## src/rtl/scd_pkg.sv

```systemverilog
// Package for the serial command deframer: phase encoding, status codes
// and the result record passed between the frame engine and the output stage.
// No dependencies.
package scd_pkg;

    typedef enum logic [2:0] {
        PH_WAIT = 3'd0,
        PH_LEN  = 3'd1,
        PH_SUB  = 3'd2,
        PH_ORD  = 3'd3,
        PH_PAY  = 3'd4,
        PH_CHK  = 3'd5,
        PH_TAIL = 3'd6,
        PH_DROP = 3'd7
    } phase_t;

    localparam logic [7:0] HEAD_BYTE = 8'hFE;
    localparam logic [7:0] TAIL_BYTE = 8'hFF;
    localparam logic [8:0] SUM_MOD   = 9'd254;

    localparam logic [1:0] ST_GOOD     = 2'd0;
    localparam logic [1:0] ST_BAD_TAIL = 2'd1;
    localparam logic [1:0] ST_BAD_SUM  = 2'd2;

    localparam logic KIND_PAYLOAD = 1'b0;
    localparam logic KIND_STATUS  = 1'b1;

    typedef struct packed {
        logic       kind;
        logic [7:0] payload_byte;
        logic [7:0] command_code;
        logic [7:0] sub_code;
        logic [7:0] payload_length;
        logic [1:0] frame_status;
        logic [7:0] computed_sum;
        logic       last;
    } result_t;

endpackage

```

## src/rtl/scd_in_reg.sv

```systemverilog
// Input register of the serial command deframer: captures one received byte
// and its chunk-end flag. Depends on nothing else.
module scd_in_reg
(
    input  logic       clk,
    input  logic       rst_n,
    input  logic       in_valid,
    output logic       in_ready,
    input  logic [7:0] rx_byte,
    input  logic       chunk_end,
    input  logic       take,
    output logic       held_valid,
    output logic [7:0] held_byte,
    output logic       held_end
);

    logic       valid_reg;
    logic       valid_next;
    logic [7:0] byte_reg;
    logic       end_reg;

    // The register can load whenever it is empty or being emptied this cycle.
    assign in_ready   = !valid_reg || take;
    assign valid_next = (in_valid && in_ready) ? 1'b1 : (take ? 1'b0 : valid_reg);

    always_ff @(posedge clk or negedge rst_n)
    begin
        if (!rst_n)
        begin
            valid_reg <= 1'b0;
        end
        else
        begin
            valid_reg <= valid_next;
        end
    end

    always_ff @(posedge clk)
    begin
        if (in_valid && in_ready)
        begin
            byte_reg <= rx_byte;
            end_reg  <= chunk_end;
        end
    end

    assign held_valid = valid_reg;
    assign held_byte  = byte_reg;
    assign held_end   = end_reg;

endmodule

```

## src/rtl/scd_frame_fsm.sv

```systemverilog
// Frame recognition engine: phase machine, counters and the modulo-254 sum.
// Uses scd_pkg for the phase type, status codes and the result record.
module scd_frame_fsm
(
    input  logic             clk,
    input  logic             rst_n,
    input  logic             step,
    input  logic [7:0]       rx_byte,
    input  logic             chunk_end,
    output logic             res_valid,
    output scd_pkg::result_t res
);

    scd_pkg::phase_t phase_reg, phase_next, phase_sw;
    logic [7:0] frame_len_reg,    frame_len_next;
    logic [7:0] byte_count_reg,   byte_count_next;
    logic [7:0] running_sum_reg,  running_sum_next;
    logic [7:0] held_command_reg, held_command_next;
    logic [7:0] held_sub_reg,     held_sub_next;
    logic       sum_ok_reg,       sum_ok_next;
    logic       first_tail_ok_reg, first_tail_ok_next;

    logic [8:0] sum_raw;
    logic [7:0] sum_mod;
    logic [7:0] count_inc;

    // Sum of a value below 254 and a byte stays below 509, so at most two
    // subtractions of the modulus are ever needed.
    always_comb
    begin
        sum_raw = {1'b0, running_sum_reg} + {1'b0, rx_byte};
        if (sum_raw >= (scd_pkg::SUM_MOD << 1))
        begin
            sum_mod = 8'(sum_raw - (scd_pkg::SUM_MOD << 1));
        end
        else if (sum_raw >= scd_pkg::SUM_MOD)
        begin
            sum_mod = 8'(sum_raw - scd_pkg::SUM_MOD);
        end
        else
        begin
            sum_mod = sum_raw[7:0];
        end
    end

    assign count_inc = byte_count_reg + 8'd1;

    always_comb
    begin
        phase_sw           = phase_reg;
        frame_len_next     = frame_len_reg;
        byte_count_next    = byte_count_reg;
        running_sum_next   = running_sum_reg;
        held_command_next  = held_command_reg;
        held_sub_next      = held_sub_reg;
        sum_ok_next        = sum_ok_reg;
        first_tail_ok_next = first_tail_ok_reg;
        res_valid          = 1'b0;
        res.kind           = scd_pkg::KIND_PAYLOAD;
        res.payload_byte   = 8'd0;
        res.frame_status   = scd_pkg::ST_GOOD;
        res.last           = 1'b0;

        case (phase_reg)
            scd_pkg::PH_WAIT:
            begin
                if (rx_byte == scd_pkg::HEAD_BYTE)
                begin
                    phase_sw           = scd_pkg::PH_LEN;
                    frame_len_next     = 8'd0;
                    byte_count_next    = 8'd0;
                    running_sum_next   = 8'd0;
                    held_command_next  = 8'd0;
                    held_sub_next      = 8'd0;
                    sum_ok_next        = 1'b0;
                    first_tail_ok_next = 1'b0;
                end
                else
                begin
                    phase_sw = scd_pkg::PH_DROP;
                end
            end
            scd_pkg::PH_LEN:
            begin
                frame_len_next = rx_byte;
                phase_sw       = scd_pkg::PH_SUB;
            end
            scd_pkg::PH_SUB:
            begin
                held_sub_next    = rx_byte;
                running_sum_next = sum_mod;
                phase_sw         = scd_pkg::PH_ORD;
            end
            scd_pkg::PH_ORD:
            begin
                held_command_next = rx_byte;
                running_sum_next  = sum_mod;
                byte_count_next   = 8'd0;
                phase_sw = (frame_len_reg == 8'd0) ? scd_pkg::PH_CHK : scd_pkg::PH_PAY;
            end
            scd_pkg::PH_PAY:
            begin
                running_sum_next = sum_mod;
                byte_count_next  = count_inc;
                res_valid        = 1'b1;
                res.payload_byte = rx_byte;
                if (count_inc >= frame_len_reg)
                begin
                    phase_sw = scd_pkg::PH_CHK;
                end
            end
            scd_pkg::PH_CHK:
            begin
                sum_ok_next     = (rx_byte == running_sum_reg);
                byte_count_next = 8'd0;
                phase_sw        = scd_pkg::PH_TAIL;
            end
            scd_pkg::PH_TAIL:
            begin
                if (byte_count_reg == 8'd0)
                begin
                    first_tail_ok_next = (rx_byte == scd_pkg::TAIL_BYTE);
                    byte_count_next    = 8'd1;
                end
                else
                begin
                    res_valid = 1'b1;
                    res.kind  = scd_pkg::KIND_STATUS;
                    res.last  = 1'b1;
                    // A bad trailer outranks a checksum mismatch.
                    if (!(first_tail_ok_reg && rx_byte == scd_pkg::TAIL_BYTE))
                    begin
                        res.frame_status = scd_pkg::ST_BAD_TAIL;
                    end
                    else if (!sum_ok_reg)
                    begin
                        res.frame_status = scd_pkg::ST_BAD_SUM;
                    end
                    else
                    begin
                        res.frame_status = scd_pkg::ST_GOOD;
                    end
                    byte_count_next = 8'd0;
                    phase_sw        = scd_pkg::PH_DROP;
                end
            end
            default:
            begin
                phase_sw = phase_reg;
            end
        endcase

        // The end of a chunk ends any dropping, including right after a frame.
        phase_next = (chunk_end && phase_sw == scd_pkg::PH_DROP) ? scd_pkg::PH_WAIT : phase_sw;

        res.command_code   = held_command_next;
        res.sub_code       = held_sub_next;
        res.payload_length = frame_len_next;
        res.computed_sum   = running_sum_next;
    end

    always_ff @(posedge clk or negedge rst_n)
    begin
        if (!rst_n)
        begin
            phase_reg         <= scd_pkg::PH_WAIT;
            frame_len_reg     <= 8'd0;
            byte_count_reg    <= 8'd0;
            running_sum_reg   <= 8'd0;
            held_command_reg  <= 8'd0;
            held_sub_reg      <= 8'd0;
            sum_ok_reg        <= 1'b0;
            first_tail_ok_reg <= 1'b0;
        end
        else if (step)
        begin
            phase_reg         <= phase_next;
            frame_len_reg     <= frame_len_next;
            byte_count_reg    <= byte_count_next;
            running_sum_reg   <= running_sum_next;
            held_command_reg  <= held_command_next;
            held_sub_reg      <= held_sub_next;
            sum_ok_reg        <= sum_ok_next;
            first_tail_ok_reg <= first_tail_ok_next;
        end
    end

endmodule

```

## src/rtl/scd_out_reg.sv

```systemverilog
// Result register of the serial command deframer: holds one result record
// until the consumer takes it. Uses scd_pkg for the result record.
module scd_out_reg
(
    input  logic             clk,
    input  logic             rst_n,
    input  logic             load,
    input  scd_pkg::result_t load_res,
    output logic             free,
    output logic             out_valid,
    input  logic             out_ready,
    output scd_pkg::result_t res
);

    logic             valid_reg;
    logic             valid_next;
    scd_pkg::result_t res_reg;

    assign free       = !valid_reg || out_ready;
    assign valid_next = load ? 1'b1 : (out_ready ? 1'b0 : valid_reg);

    always_ff @(posedge clk or negedge rst_n)
    begin
        if (!rst_n)
        begin
            valid_reg <= 1'b0;
        end
        else
        begin
            valid_reg <= valid_next;
        end
    end

    always_ff @(posedge clk)
    begin
        if (load)
        begin
            res_reg <= load_res;
        end
    end

    assign out_valid = valid_reg;
    assign res       = res_reg;

endmodule

```

## src/rtl/serial_command_deframer_unit.sv

```systemverilog
// Top level of the serial command deframer: input register, frame engine
// and result register. Uses scd_pkg, scd_in_reg, scd_frame_fsm, scd_out_reg.
//
//  Channel   Handshake            Payload
//  -------   ------------------   -------------------------------------------
//  input     in_valid / in_ready  rx_byte, chunk_end
//  output    out_valid/out_ready  kind, payload_byte, command_code, sub_code,
//                                 payload_length, frame_status, computed_sum,
//                                 last
//
// Each accepted item is held in the input register, where the frame engine
// works on it, and its result (if any) is written to the result register
// when the engine steps on it. One item per cycle is sustained while the
// consumer does not stall. The single-cycle throughput is set by the phase,
// counter and modulo-254 sum update, all of which fit between the two
// registers. Reset is asynchronous and active low; it clears both valid
// flags and returns the engine to waiting for a header byte. When the
// consumer stalls, the engine stops on the held item and the input side
// keeps taking items only until the input register is full.
module serial_command_deframer_unit
(
    input  logic       clk,
    input  logic       rst_n,
    input  logic       in_valid,
    output logic       in_ready,
    input  logic [7:0] rx_byte,
    input  logic       chunk_end,
    output logic       out_valid,
    input  logic       out_ready,
    output logic       kind,
    output logic [7:0] payload_byte,
    output logic [7:0] command_code,
    output logic [7:0] sub_code,
    output logic [7:0] payload_length,
    output logic [1:0] frame_status,
    output logic [7:0] computed_sum,
    output logic       last
);

    logic             held_valid;
    logic [7:0]       held_byte;
    logic             held_end;
    logic             step;
    logic             out_free;
    logic             res_valid;
    scd_pkg::result_t fsm_res;
    scd_pkg::result_t out_res;

    // The held item is processed once the result register can take whatever
    // it produces; an item that yields no result still waits for that, which
    // keeps the handshake simple without costing throughput in steady flow.
    assign step = held_valid && out_free;

    scd_in_reg u_in_reg
    (
        .clk        (clk),
        .rst_n      (rst_n),
        .in_valid   (in_valid),
        .in_ready   (in_ready),
        .rx_byte    (rx_byte),
        .chunk_end  (chunk_end),
        .take       (step),
        .held_valid (held_valid),
        .held_byte  (held_byte),
        .held_end   (held_end)
    );

    scd_frame_fsm u_frame_fsm
    (
        .clk       (clk),
        .rst_n     (rst_n),
        .step      (step),
        .rx_byte   (held_byte),
        .chunk_end (held_end),
        .res_valid (res_valid),
        .res       (fsm_res)
    );

    scd_out_reg u_out_reg
    (
        .clk       (clk),
        .rst_n     (rst_n),
        .load      (step && res_valid),
        .load_res  (fsm_res),
        .free      (out_free),
        .out_valid (out_valid),
        .out_ready (out_ready),
        .res       (out_res)
    );

    assign kind           = out_res.kind;
    assign payload_byte   = out_res.payload_byte;
    assign command_code   = out_res.command_code;
    assign sub_code       = out_res.sub_code;
    assign payload_length = out_res.payload_length;
    assign frame_status   = out_res.frame_status;
    assign computed_sum   = out_res.computed_sum;
    assign last           = out_res.last;

endmodule
```

## config.mk

```make
export PLATFORM = sky130hd
export DESIGN_NAME = serial_command_deframer_unit
export DESIGN_NICKNAME = d
export VERILOG_FILES = /design/src/rtl/scd_pkg.sv /design/src/rtl/scd_in_reg.sv /design/src/rtl/scd_frame_fsm.sv /design/src/rtl/scd_out_reg.sv /design/src/rtl/serial_command_deframer_unit.sv
export SDC_FILE = /design/constraint.sdc
export NUM_CORES = 1
export LEC_CHECK = 0
export BUFFER_PORTS_ARGS = -buffer_cell sky130_fd_sc_hd__buf_2
export CAP_MARGIN = 20
export CORE_ASPECT_RATIO = 0.7
export CORE_MARGIN = 1.5
export CORE_UTILIZATION = 25
export DETAILED_ROUTE_END_ITERATION = 8
export PLACE_DENSITY = 0.4
export SYNTH_ARGS = -nofsm -noshare
export SYNTH_HDL_FRONTEND = slang
export SYNTH_SLANG_ARGS = --single-unit
```

## constraint.sdc

```tcl
create_clock -name clk -period 4.3 [get_ports clk]
set_input_delay 0.86 -clock clk [delete_from_list [all_inputs] [get_ports clk]]
set_output_delay 0.86 -clock clk [all_outputs]
set_load 0.05 [all_outputs]
```

# Yosys cells after proc, flatten, opt, wreduce, memory -nomap -nowiden
# Index checks and enable logic that the tools add are counted.
# op_classes
add_sub_neg	4
order_cmp	3
eq_ne	12
mux	31
n_bitwise	2
n_reduce_logical	24
# ops
op	n
one-hot mux 8 bit (2 select lines)	4
2-to-1 mux 8 bit	7
one-hot mux 8 bit (4 select lines)	1
one-hot mux 3 bit (7 select lines)	1
equality test 8 bit, second input constant	2
zero test 8 bit	2
subtractor 8 bit, second input constant	2
equality test 3 bit, second input constant	4
2-to-1 mux 3 bit	4
2-to-1 mux 1 bit	10
adder 8 x 8 -> 9 bit	1
>= comparator 9 x 8 -> 1 bit, second input constant	1
>= comparator 9 bit, second input constant	1
adder 8 x 1 -> 8 bit, second input constant	1
equality test 8 bit	1
>= comparator 8 bit	1
nonzero test 2 bit	4
equality test 3 x 2 -> 1 bit, second input constant	2
one-hot mux 1 bit (2 select lines)	3
AND reduction 3 bit	2
OR reduction 3 bit	2
logical AND 1 bit	5
!= test 2 x 1 -> 1 bit, second input constant	2
AND reduction 4 bit	1
other kinds (8)	12
# totals
reg_bits	99
input_bits	13
out_inout_bits	46
elab_cells	96

# Depth between registers and ports, before layout
# logic_depth
ltp_word	7
ltp_mapped	12
ltp_nobuf	12

# Modules after synthesis
# Synthesis repeated with hierarchy kept, for this count alone.
# unflattened
cells_unflattened	459
hier_area_um2	5293.8
# modules_own_cells
mod	instances	cells_per_inst	area_per_inst_um2	seq_area_each_um2
scd_frame_fsm	1	397	3588.4	1126.1
scd_out_reg	1	47	1368.8	1346.3
scd_in_reg	1	13	324.1	295.3
serial_command_deframer_unit	1	2	12.5	0.0

# Worst setup path before layout
# Ideal clock, no wire load.
# synth_timing
kind	input port to flip-flop
startpoint	input port out_ready
endpoint	register u_out_reg.res_reg (netlist bit u_out_reg.res[10]) (enable)
setup_time_ps	443
t_arrival_ps	3273
t_required_ps	3857
path_slack_ps	584
cell_stages	5
n_path_buf	2
cell_sequence	nand2b_1 -> nand2_1 -> clkbuf_1 -> clkbuf_1 -> nor2_1
# synth_via
elab_chain_cells	3
# synth_lines
element	line_no	text
start: declaration	serial_command_deframer_unit.sv:29	input logic out_ready,
logical OR 1 bit	scd_out_reg.sv:19	assign free = !valid_reg || out_ready;
logical AND 1 bit	serial_command_deframer_unit.sv:52	assign step = held_valid && out_free;
logical AND 1 bit	serial_command_deframer_unit.sv:83	.load (step && res_valid),
net u_out_reg.load	scd_out_reg.sv:7	input logic load,
end signal: assignment	scd_out_reg.sv:38	res_reg <= load_res;
end: declaration	scd_out_reg.sv:17	scd_pkg::result_t res_reg;
# The timed path passes the listed nets, and every way through them passes these cells.
# A chain may end at the register's enable or synchronous reset.

==> results.rst <==
.. list-table::
   :header-rows: 1

   * - Metric
     - Value
   * - Most frequent cells in the layout
     - 58 x sky130_fd_sc_hd__nand2_1, 58 x sky130_fd_sc_hd__buf_2, 52 x sky130_fd_sc_hd__edfxtp_1
   * - CTS Buffer Depth
     - 2
   * - Total routing resource utilization after global routing
     - 14.3%
   * - CP endpoint kind
     - register
   * - Final min period
     - 3.64 ns
   * - Top_reg_cell synth
     - sky130_fd_sc_hd__edfxtp_1
   * - Final Skew
     - 0.0108 ns
   * - Number of design rule violations left after detail routing
     - 0
   * - Area inside the core boundary
     - around 20,000 um^2
   * - I/O pin cnt
     - 59
   * - Data required time of the critical path
     - 4.41 ns
   * - Routed length per instance
     - between 15 and 20 um
   * - Standard cell with the maximum stage delay on the critical path
     - sky130_fd_sc_hd__edfxtp_1
   * - Number of sinks on the clock net
     - 99
   * - Number of enable flip-flop cells after synthesis
     - 52
   * - Period utilisation layout
     - approximately 85%
   * - Switching Share
     - a little under half
   * - Cell row count
     - 43
   * - Timing-limited maximum frequency
     - 275 MHz
   * - Worst Setup Slack, final
     - 0.662 ns
   * - Number of antenna violations at the first check in global routing
     - 0
   * - Number of nets in the layout
     - 548
   * - Starting utilization of the core area
     - around a quarter
   * - Async set-reset flop share out of synthesis
     - 47.5%
   * - Endpoints failing hold
     - 0
   * - Number of instances in the synthesized netlist
     - 459
   * - Buffers added on ports
     - 58
   * - Synth Net Count
     - just under 500
   * - Total power after layout
     - 4.61 mW
   * - PostCTS Resize Cnt
     - 0
   * - Result of the run
     - finished clean
   * - Netlist area before placement
     - 5060 um^2
   * - Startpoint type of the worst setup path
     - register
   * - Mean number of vias per cell
     - 4.75
   * - Register bit count reported by yosys
     - 99
   * - Final WL
     - approximately 14,000 um
   * - Number of standard cells in the final layout excluding fillers
     - 788
   * - Tightest Pin Transition
     - 0.828 ns
   * - Number of flip-flops under the largest register name
     - 43
   * - Worst Path Max Fanout
     - 9
   * - Final Slew Violations
     - 0
   * - Hold WC Path Type
     - reg2reg
   * - Number of synthesis warnings
     - 0
   * - Maximum number of pins on one net before global-route repair
     - 35
   * - Placed Cells
     - between 700 and 800
   * - Insertion delay of the later-clocked pin in the worst-skew pair
     - 0.35 ns
   * - Kind of cell adding the most delay to the critical path
     - adder cells
   * - Count of different cell masters after synthesis
     - 59
   * - Hold Worst Slack
     - 0.480 ns
   * - RSZ-0062 raised after global routing
     - no
   * - H-tree levels
     - 3
   * - Antenna violation net count after detailed routing
     - 0
   * - Post-DP HPWL
     - a little over 10,000 um
   * - Reported leakage power
     - 2.48 nW
   * - # Post-CTS Setup Buffers
     - 0
   * - Hold_buf cts
     - 0
   * - Via count of the first global-routing pass
     - roughly 3,800
   * - Num CTS Buffers
     - 9
   * - Headroom to the max-slew limit
     - ~45%
   * - Iter 0 DRT Violations
     - 336
   * - P_int
     - 2.53 mW
   * - Cell at the root of the clock tree
     - sky130_fd_sc_hd__clkbuf_16
   * - Critical path cell sequence
     - ha_1 -> inv_1 -> fa_1 -> xnor2_1 -> ha_1 -> nand2_1 -> nor2_1 -> a21oi_1 -> o31a_1 -> nand2b_1 -> a221o_1 -> a22o_1
   * - Worst setup slack for register-to-register paths
     - between 0.6 and 0.7 ns
   * - Max Cap Violations
     - 0
   * - Data arrival time of the worst path
     - 3.75 ns
   * - Post-synthesis area per instance
     - 11.0 um^2
   * - Area delta synth->final
     - 17.5%
   * - Count of filler cells inserted in the layout
     - 2,044
   * - Final cell utilization of the core
     - 30.0%
   * - Portion of total power attributed to combinational logic
     - 48.4%
   * - Portion of total power attributed to sequential cells
     - 33.9%
   * - Sum Neg Setup Slack
     - 0 ns
   * - Pwr/cell area
     - 775 nW/um^2
   * - Clock Pin Slew Worst Setup and Hold Paths
     - 0.08 ns
   * - TritonCTS clock tree
     - yes
   * - Critical path buffer and inverter count
     - 1
   * - Endpoints failing setup
     - 0
   * - Worst setup slack after placement
     - 0.681 ns
   * - Height of the die
     - roughly 120 um
   * - Portion of total power attributed to the clock network
     - about 18%
   * - Antenna Diode Count
     - 0
   * - Highest ir drop seen on vdd
     - around 0.22 mV
   * - Die footprint
     - 21,100 um^2
   * - Proportion of layout cells with a drive suffix above 1
     - 18.9%
   * - Switching component of the power
     - between 2 and 2.5 mW
   * - Via count
     - 3,743
   * - Total non-filler cell area in the finished layout
     - 5950 um^2
   * - Path type of the worst setup path
     - reg2reg
   * - Largest stage delay on the critical path
     - 0.56 ns
   * - Most used cell, CP
     - sky130_fd_sc_hd__ha_1
   * - Global-route wire length before repair
     - 22,600 um
   * - Register area share after synthesis
     - 54.1%
   * - Die width
     - approximately 170 um
   * - Total global routing overflow
     - 0
   * - Total iterations of the first detailed-routing run
     - 5
   * - Placement-stage cell area
     - 5660 um^2
   * - GPL Wtd Cong
     - 0.876
metal layers:
| metal | track usage, % | vias up | wire, um |
|---|---|---|---|
| met1 | 21.3 | 1818 | 7740 |
| met5 | 0 | - | 0 |
| li1 | - | 1810 | - |
| met3 | 4.06 | 17 | 830 |
| met2 | 19.8 | 98 | 5600 |
| met4 | 3.91 | 0 | 213 |
final timing paths:
check / from / endpoint / cells past startpoint
max in group asynchronous: rst_n / u_frame_fsm.running_sum_reg[2] / 2
worst max-delay path: u_in_reg.held_byte[0] / u_out_reg.res[4] / 12
min in group asynchronous: rst_n / u_frame_fsm.held_command_reg[4] / 1
worst min-delay path: u_frame_fsm.held_sub_reg[0] / u_frame_fsm.held_sub_reg[0] / 2
worst min register to register: u_frame_fsm.held_sub_reg[0] / u_frame_fsm.held_sub_reg[0] / 2
worst max register to register: u_in_reg.held_byte[0] / u_out_reg.res[4] / 12
worst reg2reg max path, stage by stage (launching register included):
cell and delay [ns]:
sky130_fd_sc_hd__edfxtp_1 0.56, sky130_fd_sc_hd__ha_1 0.27, sky130_fd_sc_hd__inv_1 0.06, sky130_fd_sc_hd__fa_1 0.40
sky130_fd_sc_hd__xnor2_1 0.54, sky130_fd_sc_hd__ha_1 0.30, sky130_fd_sc_hd__nand2_1 0.10, sky130_fd_sc_hd__nor2_1 0.11
sky130_fd_sc_hd__a21oi_1 0.07, sky130_fd_sc_hd__o31a_1 0.32, sky130_fd_sc_hd__nand2b_1 0.16, sky130_fd_sc_hd__a221o_1 0.31
sky130_fd_sc_hd__a22o_1 0.20
cell type report:
cell class | count | area [um^2] | area share, %
clock inverters | 6 | 65.1 | 1.09
multi-input cells | 320 | 2180 | 36.6
clock buffers | 10 | 229 | 3.85
flip-flops and latches | 99 | 2740 | 46.0
repair buffers | 63 | 328 | 5.51
inverters | 20 | 75.1 | 1.26
well taps | 270 | 338 | 5.68
power groups by stage:
| stage | clock [mW] | sequential, mW | combinational (mW) |
|---|---|---|---|
| floorplan | 0 | 1.76 | 1.44 |
| global placement | 0 | 1.58 | 2.20 |
| detailed placement | 0 | 1.58 | 2.22 |
| CTS | 0.846 | 1.56 | 2.24 |
| global route | 0.883 | 1.60 | 2.46 |
| finish | 0.813 | 1.56 | 2.23 |
cells by family after synthesis:
group,after synthesis,synth area share (%)
XOR/XNOR,14,2.42
flip-flops,99,54.1
buffers and inverters,40,3.09
AND/OR/NAND/NOR,164,16.1
AO/OA/AOI/OAI,110,16.5
adder cells (fa/ha/maj),22,5.58
multiplexers,10,2.20
synth_stat cells (3+ instances only):
library cell               count  area, um^2
sky130_fd_sc_hd__nand2_1      58         218
sky130_fd_sc_hd__edfxtp_1     52        1560
sky130_fd_sc_hd__dfrtp_1      47        1180
sky130_fd_sc_hd__a22o_1       32         280
sky130_fd_sc_hd__nor2_1       31         116
sky130_fd_sc_hd__ha_1         21         263
sky130_fd_sc_hd__o21ai_0      21         105
sky130_fd_sc_hd__inv_1        19        71.3
sky130_fd_sc_hd__clkbuf_1     14        52.6
sky130_fd_sc_hd__a21oi_1      13        65.1
sky130_fd_sc_hd__nor3_1       12        60.1
sky130_fd_sc_hd__and3_1       10        62.6
sky130_fd_sc_hd__mux2_2        9         101
sky130_fd_sc_hd__nand3_1       9        45.0
sky130_fd_sc_hd__xnor2_1       9        78.8
sky130_fd_sc_hd__nor4_1        8        50.1
sky130_fd_sc_hd__nand2b_1      7        43.8
sky130_fd_sc_hd__a21o_1        6        45.0
sky130_fd_sc_hd__o21a_1        6        45.0
sky130_fd_sc_hd__a32o_1        5        50.1
sky130_fd_sc_hd__and2_1        5        31.3
sky130_fd_sc_hd__nor3b_1       5        37.5
sky130_fd_sc_hd__xor2_1        5        43.8
sky130_fd_sc_hd__o21ai_1       4        20.0
sky130_fd_sc_hd__a211oi_1      3        22.5
sky130_fd_sc_hd__a221o_1       3        30.0
sky130_fd_sc_hd__buf_1         3        11.3
sky130_fd_sc_hd__nand4_1       3        18.8
sky130_fd_sc_hd__or3_1         3        18.8
(Power assumes the default switching activity.)
